<file path="src/sv/rise_pkg.sv">
package rise_pkg;

    // item kinds
    localparam logic [1:0] FUNC_PUSH_LIT = 2'd0;
    localparam logic [1:0] FUNC_PUSH_VAR = 2'd1;
    localparam logic [1:0] FUNC_APPLY    = 2'd2;

    // operator codes
    localparam logic [2:0] OP_ADD = 3'd0;
    localparam logic [2:0] OP_SUB = 3'd1;
    localparam logic [2:0] OP_MUL = 3'd2;
    localparam logic [2:0] OP_DIV = 3'd3;
    localparam logic [2:0] OP_MOD = 3'd4;

    // result status codes
    localparam logic [2:0] ST_OK         = 3'd0;
    localparam logic [2:0] ST_OVERFLOW   = 3'd1;
    localparam logic [2:0] ST_UNDEF      = 3'd2;
    localparam logic [2:0] ST_FEW        = 3'd3;
    localparam logic [2:0] ST_DIV0       = 3'd4;
    localparam logic [2:0] ST_MOD0       = 3'd5;
    localparam logic [2:0] ST_NOT_SINGLE = 3'd6;
    localparam logic [2:0] ST_UNKNOWN    = 3'd7;

    localparam int unsigned DATA_W = 32;

    // request from the sequencer to the arithmetic unit
    typedef struct packed {
        logic       start;
        logic [2:0] op;
    } t_alu_ctrl;

    // arithmetic unit status back to the sequencer
    typedef struct packed {
        logic busy;
        logic done;
    } t_alu_stat;

endpackage

</file>
<file path="src/sv/rise_alu.sv">
module rise_alu (
    input  logic                i_clk,
    input  logic                i_rst_n,
    input  rise_pkg::t_alu_ctrl i_ctrl,
    input  logic [31:0]         i_a,
    input  logic [31:0]         i_b,
    output rise_pkg::t_alu_stat o_stat,
    output logic [31:0]         o_result
);
    import rise_pkg::*;

    typedef enum logic [1:0] {
        A_IDLE,
        A_DIV,
        A_FIX
    } t_alu_state;

    t_alu_state  r_state;
    logic        r_done;
    logic [31:0] r_result;
    logic [31:0] r_rem;
    logic [31:0] r_quo;
    logic [31:0] r_ub;
    logic [4:0]  r_cnt;
    logic        r_neg_q;
    logic        r_neg_r;
    logic        r_is_mod;

    logic [31:0] a_mag;
    logic [31:0] b_mag;
    logic [31:0] prod;
    logic [32:0] rem_shift;
    logic [32:0] rem_diff;

    // operand magnitudes and the single multiplier (low word only)
    assign a_mag = i_a[31] ? (32'd0 - i_a) : i_a;
    assign b_mag = i_b[31] ? (32'd0 - i_b) : i_b;
    assign prod  = i_a * i_b;

    // one restoring division step
    assign rem_shift = {r_rem, r_quo[31]};
    assign rem_diff  = rem_shift - {1'b0, r_ub};

    always_ff @(posedge i_clk) begin
        if (!i_rst_n) begin
            r_state <= A_IDLE;
            r_done  <= 1'b0;
        end else begin
            r_done <= 1'b0;
            unique case (r_state)
                A_IDLE: begin
                    if (i_ctrl.start) begin
                        case (i_ctrl.op)
                            OP_ADD: begin
                                r_result <= i_a + i_b;
                                r_done   <= 1'b1;
                            end
                            OP_SUB: begin
                                r_result <= i_a - i_b;
                                r_done   <= 1'b1;
                            end
                            OP_MUL: begin
                                r_result <= prod;
                                r_done   <= 1'b1;
                            end
                            default: begin
                                // divide and modulo share the bit-serial divider
                                r_rem    <= 32'd0;
                                r_quo    <= a_mag;
                                r_ub     <= b_mag;
                                r_cnt    <= 5'd31;
                                r_neg_q  <= i_a[31] ^ i_b[31];
                                r_neg_r  <= i_a[31];
                                r_is_mod <= (i_ctrl.op == OP_MOD);
                                r_state  <= A_DIV;
                            end
                        endcase
                    end
                end
                A_DIV: begin
                    if (!rem_diff[32]) begin
                        r_rem <= rem_diff[31:0];
                        r_quo <= {r_quo[30:0], 1'b1};
                    end else begin
                        r_rem <= rem_shift[31:0];
                        r_quo <= {r_quo[30:0], 1'b0};
                    end
                    r_cnt <= r_cnt - 5'd1;
                    if (r_cnt == 5'd0) begin
                        r_state <= A_FIX;
                    end
                end
                A_FIX: begin
                    // quotient truncates toward zero, remainder follows the dividend
                    if (r_is_mod) begin
                        r_result <= r_neg_r ? (32'd0 - r_rem) : r_rem;
                    end else begin
                        r_result <= r_neg_q ? (32'd0 - r_quo) : r_quo;
                    end
                    r_done  <= 1'b1;
                    r_state <= A_IDLE;
                end
                default: begin
                    r_state <= A_IDLE;
                end
            endcase
        end
    end

    assign o_stat.busy = (r_state != A_IDLE);
    assign o_stat.done = r_done;
    assign o_result    = r_result;

endmodule

</file>
<file path="src/sv/rpn_integer_stack_evaluator.sv">
// channel   direction  handshake           payload
// item      in         i_valid / o_ready   i_func i_operand_value i_var_defined i_opcode i_last
// result    out        o_valid / i_ready   o_value o_status
//
// pushes write the stack directly; operators use the arithmetic unit (one quotient bit
// per cycle in the shared divider); a last item adds a final read of the bottom entry
// one item is in flight at a time; o_ready is high only while the sequencer is idle
// the result register lets the next item start while a result waits to be taken
// a last item whose result register is still full waits until it drains
// synchronous active-low reset clears the stack pointer, error and handshake state
module rpn_integer_stack_evaluator #(
    parameter int STACK_DEPTH = 64
) (
    input  logic               i_clk,
    input  logic               i_rst_n,
    input  logic               i_valid,
    output logic               o_ready,
    input  logic [1:0]         i_func,
    input  logic signed [31:0] i_operand_value,
    input  logic               i_var_defined,
    input  logic [2:0]         i_opcode,
    input  logic               i_last,
    output logic               o_valid,
    input  logic               i_ready,
    output logic signed [31:0] o_value,
    output logic [2:0]         o_status
);
    import rise_pkg::*;

    localparam int AW  = $clog2(STACK_DEPTH);
    localparam int SPW = $clog2(STACK_DEPTH + 1);
    localparam logic [SPW-1:0] SP_FULL = SPW'(STACK_DEPTH);
    localparam logic [SPW-1:0] SP_ONE  = SPW'(1);
    localparam logic [SPW-1:0] SP_TWO  = SPW'(2);

    typedef enum logic [3:0] {
        S_IDLE,
        S_EXEC,
        S_RD_B,
        S_RD_A,
        S_OPER,
        S_WAIT,
        S_END,
        S_FETCH0,
        S_EMIT
    } t_state;

    t_state      r_state;
    logic [SPW-1:0] r_sp;
    logic [2:0]  r_err;
    logic [1:0]  r_func;
    logic [31:0] r_val;
    logic        r_def;
    logic [2:0]  r_op;
    logic        r_last;
    logic [31:0] r_b;
    logic [AW-1:0] r_rd_addr;
    logic [31:0] r_rd_data;
    logic        r_out_valid;
    logic [31:0] r_out_value;
    logic [2:0]  r_out_status;

    logic [DATA_W-1:0] r_stack [STACK_DEPTH];

    logic           push_req;
    logic           push_ok;
    logic           op_known;
    logic           zero_div;
    logic           emit_go;
    logic [SPW-1:0] sp_m1;
    logic [SPW-1:0] sp_m2;
    logic           wr_en;
    logic [31:0]    wr_data;
    t_alu_ctrl      alu_ctrl;
    t_alu_stat      alu_stat;
    logic [31:0]    alu_result;

    // push decode for the held transaction
    assign push_req = (r_func == FUNC_PUSH_LIT) || ((r_func == FUNC_PUSH_VAR) && r_def);
    assign push_ok  = (r_err == ST_OK) && push_req && (r_sp != SP_FULL);
    assign sp_m1    = r_sp - SP_ONE;
    assign sp_m2    = r_sp - SP_TWO;

    // operator checks on the popped operands
    assign op_known = (r_op == OP_ADD) || (r_op == OP_SUB) || (r_op == OP_MUL)
                   || (r_op == OP_DIV) || (r_op == OP_MOD);
    assign zero_div = (r_b == 32'd0) && ((r_op == OP_DIV) || (r_op == OP_MOD));

    // final result goes out once the result register is free
    assign emit_go = (r_state == S_EMIT) && (!r_out_valid || i_ready);

    assign alu_ctrl.start = (r_state == S_OPER) && op_known && !zero_div && !alu_stat.busy;
    assign alu_ctrl.op    = r_op;

    rise_alu u_alu (
        .i_clk    (i_clk),
        .i_rst_n  (i_rst_n),
        .i_ctrl   (alu_ctrl),
        .i_a      (r_rd_data),
        .i_b      (r_b),
        .o_stat   (alu_stat),
        .o_result (alu_result)
    );

    // stack write port: pushes and operator results
    assign wr_en   = ((r_state == S_EXEC) && push_ok) || ((r_state == S_WAIT) && alu_stat.done);
    assign wr_data = (r_state == S_EXEC) ? r_val : alu_result;

    always_ff @(posedge i_clk) begin
        if (wr_en) begin
            r_stack[r_sp[AW-1:0]] <= wr_data;
        end
        r_rd_data <= r_stack[r_rd_addr];
    end

    // sequencer
    always_ff @(posedge i_clk) begin
        if (!i_rst_n) begin
            r_state     <= S_IDLE;
            r_sp        <= '0;
            r_err       <= ST_OK;
            r_out_valid <= 1'b0;
            r_rd_addr   <= '0;
        end else begin
            // result register: load on emit, clear when taken
            if (emit_go) begin
                r_out_valid <= 1'b1;
            end else if (r_out_valid && i_ready) begin
                r_out_valid <= 1'b0;
            end
            unique case (r_state)
                S_IDLE: begin
                    if (i_valid) begin
                        r_func  <= i_func;
                        r_val   <= i_operand_value;
                        r_def   <= i_var_defined;
                        r_op    <= i_opcode;
                        r_last  <= i_last;
                        r_state <= S_EXEC;
                    end
                end
                S_EXEC: begin
                    r_state <= S_END;
                    if (r_err == ST_OK) begin
                        case (r_func) inside
                            FUNC_PUSH_LIT, FUNC_PUSH_VAR: begin
                                if ((r_func == FUNC_PUSH_VAR) && !r_def) begin
                                    r_err <= ST_UNDEF;
                                end else if (r_sp == SP_FULL) begin
                                    r_err <= ST_OVERFLOW;
                                end else begin
                                    r_sp <= r_sp + SP_ONE;
                                end
                            end
                            FUNC_APPLY: begin
                                if (r_sp < SP_TWO) begin
                                    r_err <= ST_FEW;
                                end else begin
                                    r_rd_addr <= sp_m1[AW-1:0];
                                    r_state   <= S_RD_B;
                                end
                            end
                            default: begin
                            end
                        endcase
                    end
                end
                S_RD_B: begin
                    r_rd_addr <= sp_m2[AW-1:0];
                    r_state   <= S_RD_A;
                end
                S_RD_A: begin
                    r_b     <= r_rd_data;
                    r_state <= S_OPER;
                end
                S_OPER: begin
                    // lhs is on the read port now; both operands leave the stack
                    r_sp <= sp_m2;
                    if (!op_known) begin
                        r_err   <= ST_UNKNOWN;
                        r_state <= S_END;
                    end else if (zero_div) begin
                        r_err   <= (r_op == OP_DIV) ? ST_DIV0 : ST_MOD0;
                        r_state <= S_END;
                    end else begin
                        r_state <= S_WAIT;
                    end
                end
                S_WAIT: begin
                    if (alu_stat.done) begin
                        r_sp    <= r_sp + SP_ONE;
                        r_state <= S_END;
                    end
                end
                S_END: begin
                    if (!r_last) begin
                        r_state <= S_IDLE;
                    end else begin
                        if ((r_err == ST_OK) && (r_sp != SP_ONE)) begin
                            r_err <= ST_NOT_SINGLE;
                        end
                        r_rd_addr <= '0;
                        r_state   <= S_FETCH0;
                    end
                end
                S_FETCH0: begin
                    r_state <= S_EMIT;
                end
                S_EMIT: begin
                    // bottom entry is on the read port; wait for a free result slot
                    if (emit_go) begin
                        r_out_value  <= (r_err == ST_OK) ? r_rd_data : 32'd0;
                        r_out_status <= r_err;
                        r_sp         <= '0;
                        r_err        <= ST_OK;
                        r_state      <= S_IDLE;
                    end
                end
                default: begin
                    r_state <= S_IDLE;
                end
            endcase
        end
    end

    assign o_ready  = (r_state == S_IDLE);
    assign o_valid  = r_out_valid;
    assign o_value  = r_out_value;
    assign o_status = r_out_status;

endmodule

</file>
<file path="config.mk">
export PLATFORM = sky130hd
export DESIGN_NAME = rpn_integer_stack_evaluator
export DESIGN_NICKNAME = d
export VERILOG_FILES = /design/src/sv/rise_pkg.sv /design/src/sv/rise_alu.sv /design/src/sv/rpn_integer_stack_evaluator.sv
export SDC_FILE = /design/constraint.sdc
export NUM_CORES = 2
export LEC_CHECK = 0
export BUFFER_PORTS_ARGS = -buffer_cell sky130_fd_sc_hd__buf_2
export CORE_UTILIZATION = 55
export DETAILED_ROUTE_END_ITERATION = 10
export PLACE_DENSITY = 0.76
export SLEW_MARGIN = 40
export SYNTH_ARGS = -nofsm -noshare
export SYNTH_HDL_FRONTEND = slang
export SYNTH_SLANG_ARGS = --single-unit
</file>
<file path="constraint.sdc">
create_clock -name i_clk -period 7.1 [get_ports i_clk]
set_input_delay 0 -clock i_clk [delete_from_list [all_inputs] [get_ports i_clk]]
set_output_delay 0 -clock i_clk [all_outputs]
set_load 0.01 [all_outputs]
</file>
==> load_flow_metrics.sql <==
INSERT INTO impl_metrics (metric_group, metric, value, unit) VALUES
('yosys', 'synth-async-reset-ratio', '0', '%'),
('yosys', 'synth_simple_gate_area_share', '5.34', '%'),
('drt', 'drt-pass1-iter-count', '6', ''),
('yosys', 'muxShareOfSynthArea', '14.2', '%'),
('final_layout', 'drive_gt1_share', '23.5', '%'),
('yosys', 'synth_flop_cell', 'sky130_fd_sc_hd__edfxtp_1', ''),
('setup_path', 'endpoint_kind', 'register', ''),
('sta', 'layout_worst_path_cycle_share', '100', '%'),
('drt', 'detailedRoute.firstIterationViolations', '8677', ''),
('drt', 'final_antenna_net_count', '0', ''),
('yosys', 'netlist_instances', '6510', ''),
('floorplan', 'fp.coreArea', '200000', 'µm²'),
('clocking', 'tritoncts', 'built', ''),
('yosys', 'synth_fp_nets', '7164', ''),
('status', 'run_status', 'complete, but fails checks', ''),
('yosys', 'yosys_warnings', '0', ''),
('global_route', 'grt-ovfl-total', '0', ''),
('yosys', 'synth_edf_count', '2290', ''),
('yosys', 'synth_compound_area_share', '2.99', '%'),
('final_layout', 'layout.cell_area.non_filler', '127000', 'µm²'),
('sta', 'final.setup.worst_slack', '-0.0262', 'ns'),
('sta', 'maximum_clock_frequency', '0.140', 'GHz'),
('drt', 'drcViolationCount', '0', ''),
('clocking', 'clock_tree.htree_level_count', '4', ''),
('sta', 'worst_relative_slew_slack', '40.8', '%'),
('yosys', 'synth-adder-area-share', '9.63', '%'),
('floorplan', 'design.portCount', '80', ''),
('yosys', 'syn_area_per_cell', '17.1', 'µm²'),
('yosys', 'post_synth_xor_area_fraction', '2.27', '%'),
('drt', 'wl', '319000', 'µm'),
('setup_path', 'worst-path-max-fanout', '5', ''),
('floorplan', 'initial_core_util', '55.5', '%'),
('yosys', 'synth_top_area_share', '61.8', '%'),
('setup_path', 'worst-endpoint-arrival', '7.72', 'ns'),
('sta', 'final-max-slew-violation-count', '0', ''),
('setup_path', 'startpoint_class_of_the_critical_path', 'register', ''),
('drt', 'route.detailed.wl_per_inst', '32.6', 'µm'),
('yosys', 'synth.ff_latch_count', '2346', ''),
('setup_path', 'timing.setup.critical_path_class', 'reg -> reg', ''),
('sta', 'worst_clock_skew', '0.0829', 'ns'),
('yosys', 'synth_top_family_by_area', 'multiplexers', ''),
('setup_path', 'worst_ep_required_time', '7.70', 'ns'),
('clocking', 'insertion_delay', '0.92', 'ns'),
('floorplan', 'dieWidth', '452', 'µm'),
('clocking', 'root_buffer', 'sky130_fd_sc_hd__clkbuf_16', ''),
('floorplan', 'die_y', '452', 'µm'),
('global_route', 'grtUsageTotal', '31.5', '%'),
('clocking', 'cts.path.max_buffers', '3', ''),
('yosys', 'ys_seq_area_share', '62.8', '%'),
('global_route', 'antenna_found_initial', '31', ''),
('sta', 'timing.final.hold_violations', '0', ''),
('flow_run', 'drv_cap', '0', ''),
('global_route', 'first_pass_grt_wire_length', '458000', 'µm'),
('global_route', 'grt_start_max_net_pins', '133', ''),
('clocking', 'clock_pin_slew_on_the_worst_setup_and_hold_paths', '0.07', 'ns'),
('yosys', 'synthTopCellsByArea', 'sky130_fd_sc_hd__edfxtp_1 (62%), sky130_fd_sc_hd__mux4_2 (14%), sky130_fd_sc_hd__fa_1 (7.4%), sky130_fd_sc_hd__ha_1 (2.3%), sky130_fd_sc_hd__and2_1 (2.0%)', ''),
('status', 'violations', 'setup timing', ''),
('clocking', 'tritoncts_num_sinks', '2346', ''),
('sta', 'tightestPinTransition', '0.889', 'ns'),
('yosys', 'yosysTopAreaCell', 'sky130_fd_sc_hd__edfxtp_1', ''),
('placement', 'placed_cell_area', '118000', 'µm²'),
('sta', 'final_period_minus_worst_setup_slack', '7.13', 'ns'),
('final_layout', 'signed_area_change_from_the_synthesized_netlist_to_the_final_layout', '13.8', '%'),
('placement', 'hpwl', '185000', 'µm'),
('final_layout', 'finalNetCount', '7592', ''),
('drt', 'via_count', '64200', ''),
('drt', 'route.detailed.vias_per_inst', '6.56', ''),
('sta', 'rsz0062_at_grt', 'yes', ''),
('floorplan', 'fp-row-count', '164', ''),
('sta', 'number_of_endpoints_failing_setup_at_the_final_stage', '1', ''),
('placement', 'io_buffer_count', '79', ''),
('yosys', 'ys_types', '77', ''),
('hold_path', 'hold_class', 'in -> reg', ''),
('global_route', 'grt_pass1_vias', '65700', ''),
('placement', 'gp_routability_congestion', '0.943', ''),
('floorplan', 'die_area', '204000', 'µm²'),
('yosys', 'mapped_area', '111000', 'µm²'),
('clocking', 'numCtsBuffers', '223', '');
-- cells by family after synthesis --
family	count (synthesis)
AO/OA/AOI/OAI	531
XOR/XNOR	288
adder cells (fa/ha/maj)	611
buffers and inverters	815
flip-flops	2346
multiplexers	745
AND/OR/NAND/NOR	1174
-- cells in the mapped netlist (31+ instances only) --
| library cell | count |
|---|---|
| sky130_fd_sc_hd__edfxtp_1 | 2290 |
| sky130_fd_sc_hd__mux4_2 | 668 |
| sky130_fd_sc_hd__inv_1 | 455 |
| sky130_fd_sc_hd__fa_1 | 410 |
| sky130_fd_sc_hd__nand2_1 | 397 |
| sky130_fd_sc_hd__and2_1 | 349 |
| sky130_fd_sc_hd__clkbuf_1 | 288 |
| sky130_fd_sc_hd__ha_1 | 201 |
| sky130_fd_sc_hd__nor2_1 | 178 |
| sky130_fd_sc_hd__xnor2_1 | 175 |
| sky130_fd_sc_hd__o21ai_0 | 167 |
| sky130_fd_sc_hd__a21oi_1 | 122 |
| sky130_fd_sc_hd__xor2_1 | 113 |
| sky130_fd_sc_hd__buf_1 | 71 |
| sky130_fd_sc_hd__dfxtp_1 | 56 |
| sky130_fd_sc_hd__mux2i_1 | 41 |
| sky130_fd_sc_hd__or3_1 | 40 |
| sky130_fd_sc_hd__o31ai_1 | 37 |
| sky130_fd_sc_hd__mux2_2 | 36 |
| sky130_fd_sc_hd__nor3_1 | 34 |
| sky130_fd_sc_hd__a211oi_1 | 32 |
| sky130_fd_sc_hd__a21o_1 | 31 |
| sky130_fd_sc_hd__nand2b_1 | 31 |
-- worst max-delay path, cell delays in order, from the launching register on --
cell                       delay (ns)
sky130_fd_sc_hd__edfxtp_1        0.50
sky130_fd_sc_hd__and2_1          0.23
sky130_fd_sc_hd__fa_1            0.59
sky130_fd_sc_hd__fa_1            0.46
sky130_fd_sc_hd__fa_1            0.53
sky130_fd_sc_hd__inv_1           0.05
sky130_fd_sc_hd__fa_1            0.48
sky130_fd_sc_hd__inv_1           0.06
sky130_fd_sc_hd__fa_1            0.51
sky130_fd_sc_hd__inv_1           0.06
sky130_fd_sc_hd__fa_1            0.54
sky130_fd_sc_hd__inv_1           0.05
sky130_fd_sc_hd__fa_1            0.50
sky130_fd_sc_hd__fa_1            0.46
sky130_fd_sc_hd__ha_4            0.30
sky130_fd_sc_hd__nand3_1         0.11
sky130_fd_sc_hd__or3_4           0.42
sky130_fd_sc_hd__o221ai_4        0.23
sky130_fd_sc_hd__o21bai_4        0.10
sky130_fd_sc_hd__o21ai_2         0.15
sky130_fd_sc_hd__a21oi_2         0.07
sky130_fd_sc_hd__xnor2_1         0.15
sky130_fd_sc_hd__o21ai_1         0.10
sky130_fd_sc_hd__o22a_1          0.21
-- sequential cells by signal, indices dropped and copies added (netlist names), 2 cells and up --
name,count
o_status,3
r_func,2
r_val,32
u_alu.r_rem,32
u_alu.r_ub,32
r_op,3
r_sp,7
r_state,4
u_alu.r_cnt,5
u_alu.r_quo,32
r_b,32
r_err,3
r_rd_addr,6
o_value,32
r_rd_data,32
u_alu.o_result,32
u_alu.r_state,2
r_stack,2048
-- routing by layer --
layer / up-vias / global-route usage, % / share of wire [%]
met5: - / 0 / 0.032
met4: 14 / 15.5 / 5.4
met3: 1006 / 5.02 / 9.3
met2: 4523 / 54.1 / 51
met1: 33200 / 38.9 / 34
li1: 25500 / - / -
-- layout make-up --
type	instances	area, µm²
clock inverter	141	1540
tap	2656	3320
timing repair buffer	563	5070
antenna	10	25.0
inverter	455	1710
multi-input combinational	3349	39300
fill	13200	73700
sequential	2346	69900
clock buffer	272	5840
-- stage by stage --
step | instances | TNS, ns | utilization, % | setup slack (ns) | hold slack, ns
after floorplan | 6510 | 0 | - | 0.00253 | 0.0989
after global placement | 9225 | -0.893 | 58.4 | -0.244 | 0.177
after detailed placement | 9254 | -2.40 | 58.8 | -0.364 | 0.179
after CTS | 9769 | -0.0591 | 63.0 | -0.0591 | 0.0835
after global routing | 9784 | -1.75 | 63.2 | -0.320 | 0.153
final | 9792 | -0.0262 | 63.2 | -0.0262 | 0.128
-- placed cells by master (no fill, tap or decap), types with 64 or more instances in the layout --
cell                            netlist  layout
sky130_fd_sc_hd__edfxtp_1          2290    2290
sky130_fd_sc_hd__ha_1               201     194
sky130_fd_sc_hd__xnor2_1            175     172
sky130_fd_sc_hd__buf_4                0     334
sky130_fd_sc_hd__nor2_4               0      64
sky130_fd_sc_hd__dlygate4sd3_1        0      83
sky130_fd_sc_hd__buf_2                1      80
sky130_fd_sc_hd__nor2_1             178     113
sky130_fd_sc_hd__a21oi_1            122     114
sky130_fd_sc_hd__fa_1               410     403
sky130_fd_sc_hd__nand2_1            397     389
sky130_fd_sc_hd__and2_1             349     346
sky130_fd_sc_hd__o21ai_0            167     156
sky130_fd_sc_hd__mux4_2             668     668
sky130_fd_sc_hd__clkbuf_16            0     226
sky130_fd_sc_hd__inv_1              455     452
sky130_fd_sc_hd__xor2_1             113     112
-- repair_timing --
action                     CTS  global route
setup buffers               19             8
hold buffers                83             0
pin swaps                    8            37
hold endpoints to repair   111             0
setup endpoints to repair   16            15
gates resized for setup     17            58
-- path summary, 6_finish.rpt --
check,depth (start not counted),end,from,slack [ns]
min,5,r_state[3]$_SDFFE_PN0P_,i_ready,0.13
max reg2reg,23,u_alu.o_result[31]$_DFFE_PP_,r_b[7]$_DFFE_PP_,-0.03
min reg2reg,0,o_status[2]$_DFFE_PP_,r_err[2]$_SDFFE_PN0P_,0.51
max,23,u_alu.o_result[31]$_DFFE_PP_,r_b[7]$_DFFE_PP_,-0.03
Power is left out: the tool's default activity adds up to more than one toggle a clock period on the data nets, which glitch-free logic cannot reach.
